[src/rtl/lkvc_pkg.sv]
package lkvc_pkg;

	localparam int ENTRIES    = 16;
	localparam int KEY_BITS   = 64;
	localparam int VALUE_BITS = 64;

	// Widths of the external fields.
	localparam int KEY_PORT_W   = 64;
	localparam int VALUE_PORT_W = 64;
	localparam int CAP_W        = 5;

	// Index of one cell, and a count that can hold ENTRIES itself.
	localparam int IDX_W = (ENTRIES > 1) ? $clog2(ENTRIES) : 1;
	localparam int CNT_W = $clog2(ENTRIES + 1);

	localparam logic [CAP_W-1:0] CAP_RESET = CAP_W'(16);

	localparam logic OP_GET = 1'b0;
	localparam logic OP_SET = 1'b1;

	// Contents of one cell, also what a cell hands to its neighbor.
	typedef struct packed {
		logic                  valid;
		logic [KEY_BITS-1:0]   key;
		logic [VALUE_BITS-1:0] value;
	} entry_t;

	// Per-cell control from the sequencer.
	typedef struct packed {
		logic cmp;
		logic load;
	} cell_ctl_t;

endpackage

[src/rtl/lru_key_value_cache_top.sv]
// Fully associative key-value cache with least-recently-used replacement.
// A request is taken when start is high and busy is low. It keeps the
// cache busy until its result is registered. First every cell compares
// its stored key with the request key. Then the row of cells shifts to
// move the touched entry to the front, and the result is registered.
// Busy falls at the same time, so a new request is taken only once the
// last one is through. The result shows on hit and read_value for exactly
// one cycle with done high. That is the same cycle in which the next
// request may already be accepted. The receiver cannot stall the cache,
// so it must take every result in the cycle that done marks. The capacity
// register may be written only while the cache is idle. Values above the
// number of cells act as the full size, and zero makes every request miss
// without changing the contents.
module lru_key_value_cache_top (
	input  logic                                clk,
	input  logic                                arst_n,
	input  logic                                start,
	output logic                                busy,
	input  logic                                op,
	input  logic [lkvc_pkg::KEY_PORT_W-1:0]     key,
	input  logic [lkvc_pkg::VALUE_PORT_W-1:0]   value,
	input  logic                                cfg_we,
	input  logic [lkvc_pkg::CAP_W-1:0]          cfg_wdata,
	output logic                                done,
	output logic                                hit,
	output logic [lkvc_pkg::VALUE_PORT_W-1:0]   read_value
);

	localparam int N = lkvc_pkg::ENTRIES;

	// Request registers.
	logic                            busy_q;
	logic                            phase_q;
	logic                            op_q;
	logic [lkvc_pkg::KEY_BITS-1:0]   key_q;
	logic [lkvc_pkg::VALUE_BITS-1:0] value_q;

	logic [lkvc_pkg::CAP_W-1:0]      capacity_q;
	logic [lkvc_pkg::CNT_W-1:0]      used_q;

	logic                            done_q;
	logic                            hit_q;
	logic [lkvc_pkg::VALUE_BITS-1:0] read_value_q;

	// Cell row.
	lkvc_pkg::entry_t    nb   [N];
	lkvc_pkg::entry_t    ent  [N];
	lkvc_pkg::cell_ctl_t ctl  [N];
	logic [N-1:0]        match;

	// Update cycle decode.
	logic                            accept;
	logic                            upd_cycle;
	logic [lkvc_pkg::CNT_W-1:0]      cap_eff;
	logic                            enabled;
	logic                            any_hit;
	logic [lkvc_pkg::IDX_W-1:0]      hit_idx;
	logic [lkvc_pkg::VALUE_BITS-1:0] hit_val;
	logic                            room;
	logic [lkvc_pkg::CNT_W-1:0]      limit;
	logic                            update;
	lkvc_pkg::entry_t                new_entry;

	assign accept    = start && !busy_q;
	assign upd_cycle = busy_q && phase_q;

	always_comb begin
		if (int'(capacity_q) > N) begin
			cap_eff = lkvc_pkg::CNT_W'(N);
		end else begin
			cap_eff = lkvc_pkg::CNT_W'(capacity_q);
		end
	end

	assign enabled = (cap_eff != '0);
	assign any_hit = |match;
	assign room    = (used_q < cap_eff);

	// Keys are unique in the row, so at most one cell matches and the
	// index and value can be gathered by plain OR.
	always_comb begin
		hit_idx = '0;
		hit_val = '0;
		for (int j = 0; j < N; j++) begin
			if (match[j]) begin
				hit_idx = hit_idx | lkvc_pkg::IDX_W'(j);
				hit_val = hit_val | ent[j].value;
			end
		end
	end

	// Cells at or in front of the limit shift back by one place. On a hit
	// the limit is the hit cell; on a fill it is the first empty cell; on
	// an eviction it is the least recent cell, which drops out.
	always_comb begin
		priority if (any_hit) begin
			limit = lkvc_pkg::CNT_W'(hit_idx);
		end else if (room) begin
			limit = used_q;
		end else begin
			limit = used_q - lkvc_pkg::CNT_W'(1);
		end
	end

	assign update = upd_cycle && enabled && (any_hit || (op_q == lkvc_pkg::OP_SET));

	assign new_entry.valid = 1'b1;
	assign new_entry.key   = key_q;
	assign new_entry.value = (op_q == lkvc_pkg::OP_SET) ? value_q : hit_val;

	for (genvar j = 0; j < N; j++) begin : g_cell
		if (j == 0) begin : g_head
			assign nb[j] = new_entry;
		end else begin : g_body
			assign nb[j] = ent[j-1];
		end

		assign ctl[j].cmp  = busy_q && !phase_q;
		assign ctl[j].load = update && (lkvc_pkg::CNT_W'(j) <= limit);

		lkvc_cell u_cell (
			.clk    (clk),
			.arst_n (arst_n),
			.ctl    (ctl[j]),
			.key_in (key_q),
			.nb_in  (nb[j]),
			.match  (match[j]),
			.ent    (ent[j])
		);
	end

	always_ff @(posedge clk or negedge arst_n) begin
		if (!arst_n) begin
			busy_q     <= 1'b0;
			phase_q    <= 1'b0;
			capacity_q <= lkvc_pkg::CAP_RESET;
			used_q     <= '0;
			done_q     <= 1'b0;
		end else begin
			if (cfg_we) begin
				capacity_q <= cfg_wdata;
			end
			done_q <= upd_cycle;
			if (accept) begin
				busy_q  <= 1'b1;
				phase_q <= 1'b0;
			end else if (busy_q && !phase_q) begin
				phase_q <= 1'b1;
			end else if (upd_cycle) begin
				busy_q  <= 1'b0;
				phase_q <= 1'b0;
			end
			if (update && !any_hit && room) begin
				used_q <= used_q + lkvc_pkg::CNT_W'(1);
			end
		end
	end

	always_ff @(posedge clk) begin
		if (accept) begin
			op_q    <= op;
			key_q   <= key[lkvc_pkg::KEY_BITS-1:0];
			value_q <= value[lkvc_pkg::VALUE_BITS-1:0];
		end
		if (upd_cycle) begin
			hit_q <= enabled && any_hit;
			if (enabled && any_hit && (op_q == lkvc_pkg::OP_GET)) begin
				read_value_q <= hit_val;
			end else begin
				read_value_q <= '0;
			end
		end
	end

	assign busy       = busy_q;
	assign done       = done_q;
	assign hit        = hit_q;
	assign read_value = lkvc_pkg::VALUE_PORT_W'(read_value_q);

endmodule

[src/rtl/lkvc_cell.sv]
// One cache entry. Cells sit in recency order; a load takes the entry of
// the neighbor on the more recent side, or the new entry at the head.
module lkvc_cell (
	input  logic                           clk,
	input  logic                           arst_n,
	input  lkvc_pkg::cell_ctl_t            ctl,
	input  logic [lkvc_pkg::KEY_BITS-1:0]  key_in,
	input  lkvc_pkg::entry_t               nb_in,
	output logic                           match,
	output lkvc_pkg::entry_t               ent
);

	logic                            valid_q;
	logic                            match_q;
	logic [lkvc_pkg::KEY_BITS-1:0]   key_q;
	logic [lkvc_pkg::VALUE_BITS-1:0] value_q;

	always_ff @(posedge clk or negedge arst_n) begin
		if (!arst_n) begin
			valid_q <= 1'b0;
			match_q <= 1'b0;
		end else begin
			if (ctl.cmp) begin
				match_q <= valid_q && (key_q == key_in);
			end
			if (ctl.load) begin
				valid_q <= nb_in.valid;
			end
		end
	end

	always_ff @(posedge clk) begin
		if (ctl.load) begin
			key_q   <= nb_in.key;
			value_q <= nb_in.value;
		end
	end

	assign match     = match_q;
	assign ent.valid = valid_q;
	assign ent.key   = key_q;
	assign ent.value = value_q;

endmodule

[config.mk]
export PLATFORM = sky130hd
export DESIGN_NAME = lru_key_value_cache_top
export DESIGN_NICKNAME = d
export VERILOG_FILES = /design/src/rtl/lkvc_pkg.sv /design/src/rtl/lru_key_value_cache_top.sv /design/src/rtl/lkvc_cell.sv
export SDC_FILE = /design/constraint.sdc
export NUM_CORES = 2
export LEC_CHECK = 0
export ABC_CLOCK_PERIOD_IN_PS = 20600
export BUFFER_PORTS_ARGS = -buffer_cell sky130_fd_sc_hd__buf_2
export CAP_MARGIN = 5
export CORE_ASPECT_RATIO = 0.8
export CORE_UTILIZATION = 25
export DETAILED_ROUTE_END_ITERATION = 16
export HOLD_SLACK_MARGIN = 0.15
export SYNTH_ARGS = -nofsm -noshare
export SYNTH_HDL_FRONTEND = slang
export SYNTH_SLANG_ARGS = --single-unit
export TNS_END_PERCENT = 10
[constraint.sdc]
create_clock -name clk -period 20.6 [get_ports clk]
set_clock_uncertainty 0.05 [all_clocks]
set_input_delay 4.12 -clock clk [delete_from_list [all_inputs] [get_ports clk]]
set_output_delay 4.12 -clock clk [all_outputs]
set_load 0.03 [all_outputs]
## Yosys cells after proc, flatten, opt, wreduce, memory -nomap -nowiden

Cells that the tools add are included.

- Output and inout port bits: 67
- Input port bits: 138
- Register bits after elaboration: 2287
- Logic and storage cells: 217

- Reductions and logical operators: 50
- Eq/ne operators: 17
- Bitwise operators: 16
- Add/subtract/negate cells: 2
- Muxes and demuxes: 40
- Order comparisons: 18

Operator list:

| cell | number |
|---|---|
| 64-bit 2-to-1 mux | 17 |
| 64-bit == test | 16 |
| 64-bit bitwise OR | 15 |
| 1-bit logical AND | 41 |
| 4-bit by 5-bit <= comparator with 1-bit output (first input constant) | 8 |
| 4-bit 2-to-1 mux | 8 |
| 3-bit by 5-bit <= comparator with 1-bit output (first input constant) | 4 |
| 16-bit OR reduction | 1 |
| 5-bit 2-to-1 mux | 3 |
| 3-bit 2-to-1 mux | 4 |
| 1-bit by 5-bit <= comparator with 1-bit output (first input constant) | 2 |
| 2-bit by 5-bit <= comparator with 1-bit output (first input constant) | 2 |
| 1-bit 2-to-1 mux | 6 |
| 5-bit by 1-bit adder with 5-bit output (second input constant) | 1 |
| 5-bit greater-than comparator (second input constant) | 1 |
| 5-bit less-than comparator | 1 |
| 5-bit nonzero test | 1 |
| 5-bit by 1-bit subtractor with 5-bit output (second input constant) | 1 |
| 2-bit 2-to-1 mux | 2 |
| 1-bit zero test | 3 |
| 3-bit nonzero test | 1 |
| 2-bit by 1-bit != test with 1-bit output (second input constant) | 1 |
| 2-bit AND reduction | 1 |
| 2-bit nonzero test | 1 |
| 2 further kinds | 2 |

## Logic depth before layout (Yosys ltp)

- Depth in word-level cells: 32
- Gate-level depth with buffers: 10
- Gate-level depth less buffers: 10

## By module

Synthesis repeated with hierarchy kept, for this count alone.

- Cell total of the unflattened synthesis: 4990
- Area, all modules: 88253.4 µm²

By module, submodules not included:

| module | instances | area each (µm²) | cells each |
|---|---|---|---|
| lkvc_cell | 16 | 4655.7 | 227 |
| lru_key_value_cache_top | 1 | 13761.9 | 1358 |

## Least setup slack after synthesis

OpenSTA, ideal clock, no wires.

- Path kind: reg-to-reg
- Start point: register busy_q (netlist: busy)
- End point: register g_cell[9].u_cell.valid_q
- Path buffers: 0
- Arrival time: 10.823 ns
- Period minus slack after synthesis: 10.971 ns
- Setup time: 0.098 ns
- Slack: 9.629 ns
- Cell stages (with the launch flop): 8
- Cells stage by stage: dfrtp_1 -> nand2_1 -> nor2_1 -> o21ai_0 -> inv_1 -> o21ai_2 -> a21oi_1 -> mux2_1

RTL lines:

| item | line | text |
|---|---|---|
| start: declaration | lru_key_value_cache_top.sv:32 | `logic busy_q;` |
| start signal: assignment | lru_key_value_cache_top.sv:134 | `busy_q <= 1'b0;` |
| start signal: assignment | lru_key_value_cache_top.sv:145 | `busy_q <= 1'b1;` |
| start signal: assignment | lru_key_value_cache_top.sv:150 | `busy_q <= 1'b0;` |
| end signal: assignment | lkvc_cell.sv:27 | `valid_q <= nb_in.valid;` |
| end: declaration | lkvc_cell.sv:13 | `logic valid_q;` |

==> run summary <==
H-tree depth: 4
Critical path's slowest cell: nor4_1
Fin crit period: 6126 ps
Area growth syn-to-layout: 15.52%
Detail Route Antenna Nets: 0
Yosys cell types: 63
Detailed placement HPWL: 182.1 mm
Clk sink count: 2287
Post-Syn Area: 87900 sq um
Req. time, crit path: 21310 ps
Clock transition at path regs: 70 ps
Total global-route track usage: 0.1491
Initial core utilization: 0.2515
Top cell by count, worst path: buf_4
Post-synthesis sequential area ratio: 0.7788
Largest net degree at the start of global routing: 130
LEAKAGE: 31.77 nW
CTS buffer count: 211
Top cell type by total area after synthesis: edfxtp_1
Max rail drop VDD: 0.07583 mV
Routed via count: 48489
Top FF cell, synth: edfxtp_1
Crit-path leading delay family: simple AND/OR/NAND/NOR gates
Routed len/inst: 27.28 um
M1 GR Usage: 0.2178
# IOs: 205
Final Hold Violating Endpoints: 0
Area of the core: 349500 sq um
Synth top area share: 0.7659
Top post-synthesis cells by area: edfxtp_1 (77%), xor2_1 (5.1%), xnor2_1 (5.0%)
Synth Area per Inst: 17.61 sq um
Status: completed
Setup Viol. Count Final: 0
Cell count after synthesis: 4991
First-pass GRT wire length: 380.0 mm
DR iter-0 viols: 6519
Post-synth EDFFs: 2242
RSZ-0062 raised after global routing: false
Hold Buf Count CTS: 0
Drt pass-1 iters: 6
CTS root buf: clkbuf_16
Asr flop ratio synth: 0.01968
WS Path Type: register to register
Die height: 532.4 um
Final Wtd Congestion: 0.9174
Measured slew at the worst slew-check pin: 1117 ps
CTS tree: done
Total negative slack: 0 ps
Ys Warns: 0
Number of post-CTS setup repair buffers: 0
Die width: 664.9 um
Crit path buf inv count: 2
Die area: 354000 sq um
Rows: 194
Post-CTS sizing: 0
IO Port Bufs: 204
M2 GR Usage: 0.2203
Busiest grt layer: met2
Maximum Capacitance Violations: 0
DRC viols: 0
Final wirelength: 274.3 mm
Crit path DAT: 6830 ps
Worst-path cell chain: nor4_1 -> nand4_1 -> a311o_1 -> nand3_1 -> nor3_2 -> o21ai_4 -> buf_4 -> buf_4 -> mux2_2
Min-delay worst type: register to register
Max incr delay on CP: 840 ps
Antenna violations before repair: 13
CP Max Fanout: 72
CTS Buffer Depth: 4
CP endpoint kind: register
Slew HR: 0.2540
Yosys reg bits: 2287
Clk_lat worst skew: 900 ps
Syn Nets: 5135
Layout cells sized above 1: 0.1298
PwrDens: 112.7 nW/um^2
Congestion Overflow GR: 0
DR vias/cell: 4.822
Vias in the first global route: 47956
CP startpoint kind: register
Fmax: 163.2 MHz
Final Max Slew Viols: 0
Nets: 5431
M3 GR Usage: 0.03162
Tcrit/Tclk final: 0.2974
Tot Pwr: 11.45 mW
## layout make-up
| class | count | area (sq um) |
|---|---|---|
| diodes | 3 | 7.507 |
| clock buffers | 262 | 5614 |
| clock inverters | 110 | 938.4 |
| fillers | 34309 | 248000 |
| inverters | 89 | 351.6 |
| multi-input cells | 2355 | 18280 |
| flip-flops and latches | 2287 | 68510 |
| well taps | 4606 | 5763 |
| repair buffers | 343 | 2079 |
## worst reg2reg max path: stages (launching register included)
cell and delay (ps):
dfrtp_4 740, nor4_1 1000, nand4_1 460, a311o_1 450, nand3_1 290, nor3_2 210, o21ai_4 730, buf_4 830
buf_4 870, mux2_2 460
## worst paths after layout
| kind | startpoint | slack [ps] | endpoint | cells past startpoint |
|---|---|---|---|---|
| worst max register to register | g_cell[13].u_cell.match | 14470 | g_cell[3].u_cell.valid_q | 9 |
| worst min register to register | g_cell[1].u_cell.value_q[47] | 330 | g_cell[2].u_cell.value_q[47] | 0 |
| worst min-delay path | g_cell[1].u_cell.value_q[47] | 330 | g_cell[2].u_cell.value_q[47] | 0 |
| min in group asynchronous | arst_n | 3260 | busy | 1 |
| worst max-delay path | g_cell[13].u_cell.match | 14470 | g_cell[3].u_cell.valid_q | 9 |
| max in group asynchronous | arst_n | 16570 | g_cell[2].u_cell.match | 1 |
## logic make-up after synthesis
family,after synthesis,synth area share
muxes,84,0.009936
DFF,2287,0.7788
and+or+nand+nor,673,0.04204
AOI/OAI and AO/OA,580,0.05265
xor gates and xnor gates,1012,0.1008
adders and majority gates,6,0.0008541
buffers and inverters,349,0.01492
## layout by cell type, fill, tap and decap left out, types with 9 or more instances in the layout
cell type and count:
xnor2_1 503, a221oi_1 88, a32o_1 11, buf_2 203, edfxtp_1 2242, clkbuf_16 213
nand4_1 191, clkbuf_1 39, xor2_1 509, mux2i_1 64, dfrtp_1 28, mux2_2 11
buf_4 139, nor4_1 163, a22oi_1 340, inv_1 85, nand2_1 19, nor2_1 137
nor3_1 17, inv_6 9, nand3_1 117, dfrtp_4 16, a22o_1 88, clkbuf_8 10
clkinv_2 40, clkinv_1 38, bufinv_16 13
## through the flow
stage	cells	hold WS [ps]	instance area, sq um	utilization	worst slack (ps)
floorplan	4991	374.4	87900	-	9629
global placement	9680	378.0	94980	0.2717	14260
detailed placement	9680	382.9	94980	0.2717	14190
CTS	10052	324.1	101500	0.2905	14460
global route	10055	340.5	101500	0.2905	14180
finish	10055	334.1	101500	0.2905	14470
## sequential cells by signal, summed over array words and instances (netlist names), 5 cells and up
register	cells
value_q	64
g_cell.u_cell.value_q	1024
g_cell.u_cell.valid_q	16
g_cell.u_cell.match	16
key_q	64
read_value	64
g_cell.u_cell.key_q	1024
capacity_q	5
used_q	5
## synthesized netlist by cell type (3+ instances only)
cell and count:
a22o_1 88, buf_1 63, inv_1 89, a221oi_1 88
nand2_1 20, nor3_1 17, xnor2_1 503, nor4_1 165
nand3_1 117, xor2_1 509, a32o_1 11, a21oi_1 7
mux2i_1 64, mux2_2 11, nand4_1 191, clkbuf_1 196
o21ai_0 9, mux2_1 7, nand2b_1 4, ha_1 6
edfxtp_1 2242, dfrtp_1 44, nor2_1 139, a21oi_2 6
o2111ai_1 5, a22oi_1 340, nor4_2 3
## routing by layer
metal	wire (um)	vias up	part of all wire
li1	-	19971	-
met1	120000	25072	0.44
met2	118000	2975	0.43
met3	27650	471	0.10
met4	8629	0	0.031
met5	0	-	0
## power breakdown
group / switching, mW / internal (mW) / total (mW)
clock: 1.74 / 2.10 / 3.84
sequential: 0.316 / 5.79 / 6.10
combinational: 1.11 / 0.395 / 1.51
total: 3.17 / 8.28 / 11.4
No activity file was read; power rests on OpenSTA's default activity.
